`src/hdl/lmfs_pkg.sv`:
```
package lmfs_pkg;

  // Default panel geometry in pixels.
  localparam int DEF_PANEL_WIDTH  = 64;
  localparam int DEF_PANEL_HEIGHT = 32;

  // Lines per scan band and width of the row select.
  localparam int BAND_LINES = 16;
  localparam int ROW_SEL_W  = 4;

  // Pixel coordinate widths wide enough for the end of any rectangle and
  // for the largest panel.
  localparam int PIX_XW = 9;
  localparam int PIX_YW = 7;

  typedef enum logic [1:0] {
    FUNC_FILL  = 2'd0,
    FUNC_CLEAR = 2'd1,
    FUNC_SCAN  = 2'd2,
    FUNC_NONE  = 2'd3
  } func_t;

  typedef enum logic {
    KIND_DATA  = 1'b0,
    KIND_LATCH = 1'b1
  } kind_t;

  typedef struct packed {
    logic [1:0] func;
    logic [5:0] x_start;
    logic [4:0] y_start;
    logic [6:0] rect_width;
    logic [5:0] rect_height;
    logic       color;
  } in_item_t;

  typedef struct packed {
    logic                 item_kind;
    logic [7:0]           column_byte;
    logic [ROW_SEL_W-1:0] row_select;
    logic                 last;
  } out_item_t;

endpackage

```
`src/hdl/led_matrix_frame_scan_core.sv`:
```
// Row-scan driver for a one-bit-per-pixel LED matrix panel.
//
// A request is taken at a rising edge where start is high and busy is low.
// Its func field selects one of three operations. A fill request sets or
// clears a rectangle of pixels, clipped to the panel; it reads and rewrites
// each touched frame store byte, passing through a read state and then a
// write state for each byte, and gives no results. A clear request sweeps
// the whole store to zero at one byte per cycle and gives no results either.
// A scan request gives PANEL_WIDTH/8 column bytes for each 16-line band,
// followed by one latch result carrying the row select and last, after which
// the 4-bit row counter advances. The rate of a scan is set by the single
// read port of the store, which delivers one byte per cycle. Unused func
// codes are ignored.
//
// Each result is shown for exactly one cycle with out_valid high; the
// receiver cannot stall the block, so no result is ever held back.
// After reset the block runs the same clearing pass as a clear request,
// holding busy high until the whole store is zero, and the row counter
// returns to zero.
module led_matrix_frame_scan_core
  import lmfs_pkg::*;
#(
  parameter int PANEL_WIDTH  = DEF_PANEL_WIDTH,
  parameter int PANEL_HEIGHT = DEF_PANEL_HEIGHT
) (
  input  logic      clk,
  input  logic      rst_n,
  input  logic      start,
  output logic      busy,
  input  in_item_t  in_item,
  output logic      out_valid,
  output out_item_t out_item
);

  localparam int ROW_BYTES   = PANEL_WIDTH / 8;
  localparam int STORE_BYTES = ROW_BYTES * PANEL_HEIGHT;
  localparam int NUM_BANDS   = PANEL_HEIGHT / BAND_LINES;
  localparam int AW          = $clog2(STORE_BYTES);
  localparam int CW          = (ROW_BYTES > 1) ? $clog2(ROW_BYTES) : 1;
  localparam int BW          = (NUM_BANDS > 1) ? $clog2(NUM_BANDS) : 1;

  localparam logic [AW-1:0]     ROW_STEP   = AW'(ROW_BYTES);
  localparam logic [AW-1:0]     BAND_STEP  = AW'(BAND_LINES * ROW_BYTES);
  localparam logic [AW-1:0]     LAST_ADDR  = AW'(STORE_BYTES - 1);
  localparam logic [CW-1:0]     LAST_COL   = CW'(ROW_BYTES - 1);
  localparam logic [BW-1:0]     LAST_BAND  = BW'(NUM_BANDS - 1);
  localparam logic [PIX_XW-1:0] PIX_WIDTH  = PIX_XW'(PANEL_WIDTH);
  localparam logic [PIX_YW-1:0] PIX_HEIGHT = PIX_YW'(PANEL_HEIGHT);

  // The sequencer: one-hot states.
  typedef enum logic [6:0] {
    S_IDLE     = 7'b0000001,
    S_CLEAR    = 7'b0000010,
    S_FILL_RD  = 7'b0000100,
    S_FILL_WR  = 7'b0001000,
    S_SCAN     = 7'b0010000,
    S_SCAN_END = 7'b0100000,
    S_LATCH    = 7'b1000000
  } state_t;

  state_t               state_r, state_nxt;
  logic [AW-1:0]        clr_r, clr_nxt;
  logic [AW-1:0]        base_r, base_nxt;
  logic [CW-1:0]        col_r, col_nxt;
  logic [BW-1:0]        band_r, band_nxt;
  logic [ROW_SEL_W-1:0] scan_row_r, scan_row_nxt;
  logic                 rd_pend_r, rd_pend_nxt;

  // Fill rectangle, clipped to the panel.
  logic [PIX_XW-1:0]    xlo_r, xlo_nxt;
  logic [PIX_XW-1:0]    xhi_r, xhi_nxt;
  logic [CW-1:0]        clo_r, clo_nxt;
  logic [CW-1:0]        chi_r, chi_nxt;
  logic [PIX_YW-1:0]    y_r, y_nxt;
  logic [PIX_YW-1:0]    ylast_r, ylast_nxt;
  logic                 color_r, color_nxt;

  logic                 out_valid_r;
  out_item_t            out_item_r;

  logic [AW-1:0]        cur_addr;
  logic                 ram_wr_en;
  logic [AW-1:0]        ram_wr_addr;
  logic [7:0]           ram_wr_data;
  logic [7:0]           ram_rd_data;
  logic [7:0]           pix_mask;

  logic [PIX_XW-1:0]    x_end;
  logic [PIX_XW-1:0]    x_hi;
  logic [PIX_YW-1:0]    y_end;
  logic [PIX_YW-1:0]    y_hi;
  logic                 fill_empty;
  logic                 accept;

  assign accept   = start && (state_r == S_IDLE);
  assign busy     = (state_r != S_IDLE);
  assign cur_addr = base_r + AW'(col_r);

  // Clipping of the requested rectangle against the panel edges.
  assign x_end = PIX_XW'(in_item.x_start) + PIX_XW'(in_item.rect_width);
  assign x_hi  = (x_end < PIX_WIDTH) ? x_end : PIX_WIDTH;
  assign y_end = PIX_YW'(in_item.y_start) + PIX_YW'(in_item.rect_height);
  assign y_hi  = (y_end < PIX_HEIGHT) ? y_end : PIX_HEIGHT;
  assign fill_empty = (in_item.rect_width == '0) || (in_item.rect_height == '0) ||
                      (PIX_XW'(in_item.x_start) >= PIX_WIDTH) ||
                      (PIX_YW'(in_item.y_start) >= PIX_HEIGHT);

  // Pixels of the current byte that fall inside the rectangle; the leftmost
  // pixel sits in the most significant bit.
  always_comb begin
    logic [PIX_XW-1:0] pcol;
    pix_mask = '0;
    for (int j = 0; j < 8; j++) begin
      pcol = (PIX_XW'(col_r) << 3) + PIX_XW'(j);
      pix_mask[7-j] = (pcol >= xlo_r) && (pcol < xhi_r);
    end
  end

  always_comb begin
    state_nxt    = state_r;
    clr_nxt      = clr_r;
    base_nxt     = base_r;
    col_nxt      = col_r;
    band_nxt     = band_r;
    scan_row_nxt = scan_row_r;
    rd_pend_nxt  = 1'b0;
    xlo_nxt      = xlo_r;
    xhi_nxt      = xhi_r;
    clo_nxt      = clo_r;
    chi_nxt      = chi_r;
    y_nxt        = y_r;
    ylast_nxt    = ylast_r;
    color_nxt    = color_r;
    ram_wr_en    = 1'b0;
    ram_wr_addr  = cur_addr;
    ram_wr_data  = '0;

    case (state_r)
      S_IDLE: begin
        if (accept) begin
          case (in_item.func)
            FUNC_FILL: begin
              if (!fill_empty) begin
                xlo_nxt   = PIX_XW'(in_item.x_start);
                xhi_nxt   = x_hi;
                clo_nxt   = CW'(in_item.x_start >> 3);
                chi_nxt   = CW'((x_hi - PIX_XW'(1)) >> 3);
                col_nxt   = CW'(in_item.x_start >> 3);
                y_nxt     = PIX_YW'(in_item.y_start);
                ylast_nxt = y_hi - PIX_YW'(1);
                base_nxt  = AW'(in_item.y_start) * ROW_STEP;
                color_nxt = in_item.color;
                state_nxt = S_FILL_RD;
              end
            end
            FUNC_CLEAR: begin
              clr_nxt   = '0;
              state_nxt = S_CLEAR;
            end
            FUNC_SCAN: begin
              base_nxt  = AW'(scan_row_r) * ROW_STEP;
              col_nxt   = '0;
              band_nxt  = '0;
              state_nxt = S_SCAN;
            end
            default: begin
            end
          endcase
        end
      end

      S_CLEAR: begin
        ram_wr_en   = 1'b1;
        ram_wr_addr = clr_r;
        clr_nxt     = clr_r + AW'(1);
        if (clr_r == LAST_ADDR) begin
          state_nxt = S_IDLE;
        end
      end

      S_FILL_RD: begin
        state_nxt = S_FILL_WR;
      end

      S_FILL_WR: begin
        ram_wr_en   = 1'b1;
        ram_wr_data = color_r ? (ram_rd_data | pix_mask) : (ram_rd_data & ~pix_mask);
        state_nxt   = S_FILL_RD;
        if (col_r == chi_r) begin
          col_nxt  = clo_r;
          y_nxt    = y_r + PIX_YW'(1);
          base_nxt = base_r + ROW_STEP;
          if (y_r == ylast_r) begin
            state_nxt = S_IDLE;
          end
        end else begin
          col_nxt = col_r + CW'(1);
        end
      end

      S_SCAN: begin
        rd_pend_nxt = 1'b1;
        if (col_r == LAST_COL) begin
          col_nxt = '0;
          if (band_r == LAST_BAND) begin
            state_nxt = S_SCAN_END;
          end else begin
            band_nxt = band_r + BW'(1);
            base_nxt = base_r + BAND_STEP;
          end
        end else begin
          col_nxt = col_r + CW'(1);
        end
      end

      S_SCAN_END: begin
        state_nxt = S_LATCH;
      end

      S_LATCH: begin
        scan_row_nxt = scan_row_r + ROW_SEL_W'(1);
        state_nxt    = S_IDLE;
      end

      default: begin
        state_nxt = S_IDLE;
      end
    endcase
  end

  always_ff @(posedge clk) begin
    if (!rst_n) begin
      state_r     <= S_CLEAR;
      clr_r       <= '0;
      scan_row_r  <= '0;
      rd_pend_r   <= 1'b0;
      out_valid_r <= 1'b0;
    end else begin
      state_r     <= state_nxt;
      clr_r       <= clr_nxt;
      scan_row_r  <= scan_row_nxt;
      rd_pend_r   <= rd_pend_nxt;
      out_valid_r <= rd_pend_r || (state_r == S_LATCH);
    end
  end

  always_ff @(posedge clk) begin
    base_r  <= base_nxt;
    col_r   <= col_nxt;
    band_r  <= band_nxt;
    xlo_r   <= xlo_nxt;
    xhi_r   <= xhi_nxt;
    clo_r   <= clo_nxt;
    chi_r   <= chi_nxt;
    y_r     <= y_nxt;
    ylast_r <= ylast_nxt;
    color_r <= color_nxt;
    if (rd_pend_r) begin
      out_item_r.item_kind   <= KIND_DATA;
      out_item_r.column_byte <= ram_rd_data;
      out_item_r.row_select  <= '0;
      out_item_r.last        <= 1'b0;
    end else if (state_r == S_LATCH) begin
      out_item_r.item_kind   <= KIND_LATCH;
      out_item_r.column_byte <= '0;
      out_item_r.row_select  <= scan_row_r;
      out_item_r.last        <= 1'b1;
    end
  end

  lmfs_ram #(
    .WIDTH (8),
    .DEPTH (STORE_BYTES)
  ) u_frame_store (
    .clk     (clk),
    .wr_en   (ram_wr_en),
    .wr_addr (ram_wr_addr),
    .wr_data (ram_wr_data),
    .rd_addr (cur_addr),
    .rd_data (ram_rd_data)
  );

  assign out_valid = out_valid_r;
  assign out_item  = out_item_r;

endmodule

```
`src/hdl/lmfs_ram.sv`:
```
module lmfs_ram #(
  parameter int WIDTH = 8,
  parameter int DEPTH = 256
) (
  input  logic                     clk,
  input  logic                     wr_en,
  input  logic [$clog2(DEPTH)-1:0] wr_addr,
  input  logic [WIDTH-1:0]         wr_data,
  input  logic [$clog2(DEPTH)-1:0] rd_addr,
  output logic [WIDTH-1:0]         rd_data
);

  logic [WIDTH-1:0] mem [DEPTH];

  always_ff @(posedge clk) begin
    if (wr_en) begin
      mem[wr_addr] <= wr_data;
    end
    rd_data <= mem[rd_addr];
  end

endmodule

```
`config.mk`:
```
export PLATFORM = sky130hd
export DESIGN_NAME = led_matrix_frame_scan_core
export DESIGN_NICKNAME = d
export VERILOG_FILES = /design/src/hdl/lmfs_pkg.sv /design/src/hdl/led_matrix_frame_scan_core.sv /design/src/hdl/lmfs_ram.sv
export SDC_FILE = /design/constraint.sdc
export NUM_CORES = 2
export LEC_CHECK = 0
export BUFFER_PORTS_ARGS = -buffer_cell sky130_fd_sc_hd__buf_2
export CAP_MARGIN = 30
export CORE_UTILIZATION = 35
export DETAILED_ROUTE_END_ITERATION = 10
export PLACE_DENSITY = 0.59
export REMOVE_ABC_BUFFERS = 1
export SYNTH_ARGS = -nofsm -noshare
export SYNTH_HDL_FRONTEND = slang
export SYNTH_SLANG_ARGS = --single-unit
```
`constraint.sdc`:
```
create_clock -name clk -period 12.26 [get_ports clk]
set_clock_uncertainty 0.1 [all_clocks]
set_input_delay 1.226 -clock clk [delete_from_list [all_inputs] [get_ports clk]]
set_output_delay 1.226 -clock clk [all_outputs]
set_load 0.01 [all_outputs]
```
* Word-level counts from Yosys, hierarchy flattened
Memories as Yosys holds them, arrays and structs flattened. A register that Yosys moved wholly into a read port is not among the register bits.
Index checks and enable logic that the tools add are counted.
** Storage, ports and cells
- Register bits after elaboration :: 81
- Word-level logic and storage cells :: 160
- Memories :: 1
- Output and inout bits :: 16
- Bits of input ports :: 30
- RAM bits :: 2048
** Operators by class
- Muxes and demuxes :: 46
- Add/subtract/negate cells :: 19
- Bitwise operators :: 4
- Magnitude comparators :: 18
- Eq/ne operators :: 27
- Reduce and logical (&&, ||, !) cells :: 27
** Memories
- u_frame_store.mem :: depth 256, bits a word 8, rd ports 1, clocked after Yosys merged registers in 1, wr ports 1, line lmfs_ram.sv:13 : logic [WIDTH-1:0] mem [DEPTH];
** Operators with widths (count)
- 8-bit two-way mux :: 11
- 7-bit two-way mux :: 10
- 7-bit by 8-bit < comparator with 1-bit output :: 7
- 7-bit by 6-bit >= comparator with 1-bit output :: 7
- 7-bit case mux with 6 select lines :: 1
- 8-bit case mux with 2 select lines :: 2
- 6-bit by 3-bit adder with 7-bit output, second input constant :: 4
- 13-bit two-way mux :: 2
- 8-bit case mux with 3 select lines :: 1
- 7-bit case mux with 3 select lines :: 1
- 3-bit two-way mux :: 6
- 6-bit by 2-bit adder with 7-bit output, second input constant :: 2
- 2-bit inequality test, second input constant :: 7
- 7-bit case mux with 2 select lines :: 1
- 4-bit AND reduction :: 3
- 1-bit logical AND :: 9
- 3-bit case mux with 3 select lines :: 1
- 6-bit by 7-bit adder with 8-bit output :: 1
- 8-bit by 1-bit adder with 8-bit output, second input constant :: 1
- 8-bit by 3-bit adder with 8-bit output :: 1
- 8-bit by 4-bit adder with 8-bit output, second input constant :: 1
- 8-bit adder, second input constant :: 1
- 8-bit AND :: 1
- 8-bit equality test, second input constant :: 1
- other kinds (46) :: 59

* Depth between registers and ports, before layout
- Depth after elaboration :: 7
- Gate-level depth with buffers :: 14
- Depth with buffers taken out :: 12

* Modules after synthesis
From an unflattened synthesis, not the netlist that was laid out.
** Second synthesis, totals
- Cells, all modules :: 4221
- Area total of the unflattened synthesis :: 84240.8 sq um
** Modules (own cells, without submodules)
- lmfs_ram :: area each 79556.3 sq um, cells an instance 3733, sequential area each 61659.1 sq um, times used 1
- led_matrix_frame_scan_core :: area each 4684.5 sq um, cells an instance 488, sequential area each 1991.9 sq um, times used 1

* Worst setup path after synthesis
No wires, ideal clock.
- Path type :: flip-flop to flip-flop
- Start point :: register col_r[0]
- End point :: memory u_frame_store.mem[0][4] (data pin)
- Stages on the path, launching flop included :: 15
- Slack :: 1.548 ns
- Setup time :: 1.573 ns
- Period minus slack after synthesis :: 10.712 ns
- Arrival :: 9.039 ns
- Cells stage by stage :: edfxtp_1 buf_6 buf_12 buf_12 buf_8 buf_12 buf_6 inv_1 ha_1 nand3_1 o21ai_0 nand2_1 nor2_1 nand2_1 a21oi_1
** On the way
- Longest elaborated chain between the ends :: 7
** RTL lines
- start: declaration :: line led_matrix_frame_scan_core.sv:64 : logic [CW-1:0] col_r, col_nxt;
- start signal: assignment :: line led_matrix_frame_scan_core.sv:249 : col_r <= col_nxt;
- 6-bit by 2-bit adder with 7-bit output (*) :: line led_matrix_frame_scan_core.sv:114 : pcol = (PIX_XW'(col_r) << 3) + PIX_XW'(j);
- 7-bit by 8-bit < comparator with 1-bit output or 7-bit by 6-bit >= comparator with 1-bit output (tied branches) :: line led_matrix_frame_scan_core.sv:115 : pix_mask[7-j] = (pcol >= xlo_r) && (pcol < xhi_r);
- 1-bit logical AND (*) :: line led_matrix_frame_scan_core.sv:115
- 8-bit inverter :: line led_matrix_frame_scan_core.sv:187 : ram_wr_data = color_r ? (ram_rd_data | pix_mask) : (ram_rd_data & ~pix_mask);
- 8-bit AND :: line led_matrix_frame_scan_core.sv:187
- 8-bit two-way mux (*) :: line led_matrix_frame_scan_core.sv:187
- 8-bit two-way mux (*) :: line led_matrix_frame_scan_core.sv:138 : case (state_r)
- net ram_wr_data[4] :: line led_matrix_frame_scan_core.sv:84 : logic [7:0] ram_wr_data;
- end: declaration :: line lmfs_ram.sv:13
Mark *: on every way through the listed nets, which the timed path passes. The rest lies on a longest branch.

* Worst setup path after layout
- Start point :: register col_r[0]
- End point :: register u_frame_store.rd_data[3], read port of u_frame_store.mem
** On the way
- Longest elaborated chain between the ends :: 1
** RTL lines
- 8-bit by 3-bit adder with 8-bit output :: line led_matrix_frame_scan_core.sv:97 : assign cur_addr = base_r + AW'(col_r);
- end: declaration :: line lmfs_ram.sv:10 : output logic [WIDTH-1:0] rd_data
No other way between the ends.
A chain may end at the register's enable or synchronous reset.

==> results.sh <==
export IMPL_die_w_um=492.8
export IMPL_synthCells=4130
export IMPL_setup_tns_ns=0
export IMPL_synth_edf_count=2097
export IMPL_dpl_hpwl_um=124700
export IMPL_antenna_found_initial=10
export IMPL_htree_levels=4
export IMPL_num_nets_final=4329
export IMPL_fin_crit_ns=5.495
export IMPL_irDropWorstVdd_uv=164.8
export IMPL_leakagePower_nw=29.98
export IMPL_cp_start_kind="flop"
export IMPL_final_layout_size_suffix_gt1_share_pct=21.56
export IMPL_initial_core_util_pct=35.31
export IMPL_startpoint="col_r[0]"
export IMPL_crit_fanout=90
export IMPL_num_vias=41770
export IMPL_timing_fmax_mhz=182.0
export IMPL_hp_start="out_item[0]"
export IMPL_clk_pin_slew_ns=0.06
export IMPL_multiInputGateArea_sq_um=18980
export IMPL_rsz0062_at_grt="false"
export IMPL_postCtsResizedCells=0
export IMPL_clock_power_share_pct=43.4
export IMPL_fin_ws_ns=6.765
export IMPL_setup_viol=0
export IMPL_portBuffers=45
export IMPL_slew_violations=0
export IMPL_cts_tree="yes"
export IMPL_gp_congestion=0.8223
export IMPL_register_area_sq_um=63650
export IMPL_hold_violations=0
export IMPL_synth_flop_cell="edfxtp_1"
export IMPL_ys_warn_count=0
export IMPL_dp_slack_ns=6.595
export IMPL_synth_area_sq_um=84300
export IMPL_status="finished, final reports clean"
export IMPL_overflow=0
export IMPL_yosysUniqueCellTypes=76
export IMPL_syn_to_final_growth_pct=12.26
export IMPL_maxSlewHeadroom_pct=24.66
export IMPL_power_frac_seq_pct=55.0
export IMPL_synth_largest_area_cell="edfxtp_1"
export IMPL_design_die_area_sq_um=242800
export IMPL_fp_dieH_um=492.8
export IMPL_grt_pass1_vias=41857
export IMPL_cts_root_buf="clkbuf_16"
export IMPL_viasPerCell=5.485
export IMPL_clock_path_buffers=3
export IMPL_design_core_area_sq_um=238700
export IMPL_grt_pass1_wl_um=302900
export IMPL_fin_crit_sh_pct=44.82
export IMPL_total_power_mw=14.43
export IMPL_ant_nets=0
export IMPL_cap_violations=0
export IMPL_holdWs_ns=0.3589
export IMPL_clock_sinks=2131
export IMPL_setup_worst_path_end_class="flop"
export IMPL_cts_hold_buf=0
export IMPL_tightestPinTransition_ns=1.130
export IMPL_grt_max_degree=231
export IMPL_drt_first_pass_iters=5
export IMPL_synthTopCellsByArea="edfxtp_1, mux4_2, mux2i_1, nor2_1, mux4_1"
export IMPL_reg2reg_from="col_r[0]"
export IMPL_p_int_mw=11.49
export IMPL_dp_cells=7218
export IMPL_drt_iter0_drc=4214
export IMPL_clock_latency_ns=0.86
export IMPL_grt_usage_pct=17.21
export IMPL_post_cts_buffers=0
export IMPL_critPathArrivalTime_ns=6.08
export IMPL_regToRegSetupSlack_ns=6.77
export IMPL_power_density_nw_per_um2=152.4
export IMPL_stdcell_count=7616
export IMPL_routed_wl_um=211300
export IMPL_worstSetupPathType="flop to flop"
export IMPL_fillerInstances=21197
export IMPL_synth_top_area_share_pct=74.70
export IMPL_crit_required_ns=12.85
export IMPL_cts_buffers=209
export IMPL_synthTopCellsByCount="edfxtp_1, mux4_2, nor2_1"
export IMPL_async_flop_share_pct=0
export IMPL_switchingPower_mw=2.931
export IMPL_swShare_pct=20.32
export IMPL_synth_area_per_cell_sq_um=20.41
export IMPL_ioPinCount=46
export IMPL_wire_per_inst_um=27.74
export IMPL_rows=179
export IMPL_combPwrFrac_pct=1.6
export IMPL_synth_seq_cells=2131
export IMPL_ys_seq_area_share_pct=75.51
export IMPL_synth_most_common_cell="edfxtp_1"
export IMPL_fin_util_pct=39.64
export IMPL_placed_cell_area_sq_um=87900
export IMPL_hold_class="flop to flop"
export IMPL_final_area_sq_um=94630
export IMPL_drcViolationCount=0
==> power groups by stage <==
stage	logic [mW]	registers, mW	clock network (mW)
final	0.235	7.93	6.26
after global routing	0.245	7.93	6.62
after CTS	0.231	7.93	6.37
after detailed placement	0.230	8.08	0
after global placement	0.225	8.08	0
after floorplan	0.126	8.08	0
==> cell families after synthesis <==
kind of cell / synth area share, %
other: 0.004448
AO/OA/AOI/OAI: 3.760
buffers and inverters: 2.120
adder cells (fa/ha/maj): 0.4779
XOR/XNOR: 0.3740
AND/OR/NAND/NOR: 3.144
flip-flops: 75.51
multiplexers: 14.61
==> layer usage <==
layer  part of all wire, %  GRT usage (%)
met1                    42          23.66
met2                    46          26.61
met3                   8.9          4.633
met4                   2.7          5.341
met5                 0.033         0.1957
==> worst paths after layout <==
| path | end | depth (start not counted) |
|---|---|---|
| worst min-delay path | out_item[0] | 2 |
| worst min register to register | out_item[0] | 2 |
| worst max register to register | u_frame_store.rd_data[3] | 10 |
| worst max-delay path | u_frame_store.rd_data[3] | 10 |
==> cell type report <==
class	count	area share, %
Tap cell	3167	4.187
Antenna cell	5	0.01322
Inverter	31	0.1230
Clock inverter	136	1.227
Clock buffer	251	5.783
Multi-Input combinational cell	1738	20.06
Timing Repair Buffer	157	1.343
Sequential cell	2131	67.26
==> sequential cells by signal, indices dropped and copies added (netlist names) <==
register and flops:
y_r 7, band_r 1, clo_r 3, state_r 7, xlo_r 3, clr_r 8
xhi_r 8, rd_pend_r 1, color_r 1, scan_row_r 4, chi_r 3, col_r 3
out_valid 1, base_r 5, u_frame_store.mem 2048, u_frame_store.rd_data 8, ylast_r 7, out_item 13
==> placed cells by master (no fill, tap or decap), types with 10 or more instances in the layout <==
cell	Yosys	routed
buf_2	61	47
a21oi_1	72	71
clkinv_2	0	49
nor2b_1	16	12
clkbuf_16	0	213
mux4_2	450	450
a221oi_1	45	45
nand3b_1	10	10
clkbuf_1	86	38
a211oi_1	22	22
nor4_1	11	11
bufinv_16	0	16
buf_4	19	89
nor2_1	328	316
ha_1	29	29
xnor2_1	25	25
edfxtp_1	2097	2097
mux2i_1	144	144
nand3_1	24	24
o221ai_1	30	30
o22ai_1	43	43
o21ai_0	48	48
nand2b_1	11	11
nor3_1	14	14
dfxtp_1	34	34
mux4_1	27	27
inv_1	30	30
xor2_1	11	11
a22o_1	44	44
clkinv_1	1	47
nand2_1	139	130
and2_1	23	23
a311oi_1	10	10
a22oi_1	54	54
==> critical path, stage by stage (launching register included) <==
cell	delay [ns]
edfxtp_1	0.41
buf_4	0.64
buf_12	0.54
buf_4	0.63
buf_4	0.65
mux4_1	0.64
a22o_1	0.30
a221oi_1	0.45
o22ai_1	0.19
a211oi_2	0.31
nor4_2	0.06
Note: power is estimated with default switching activity, not from simulation.
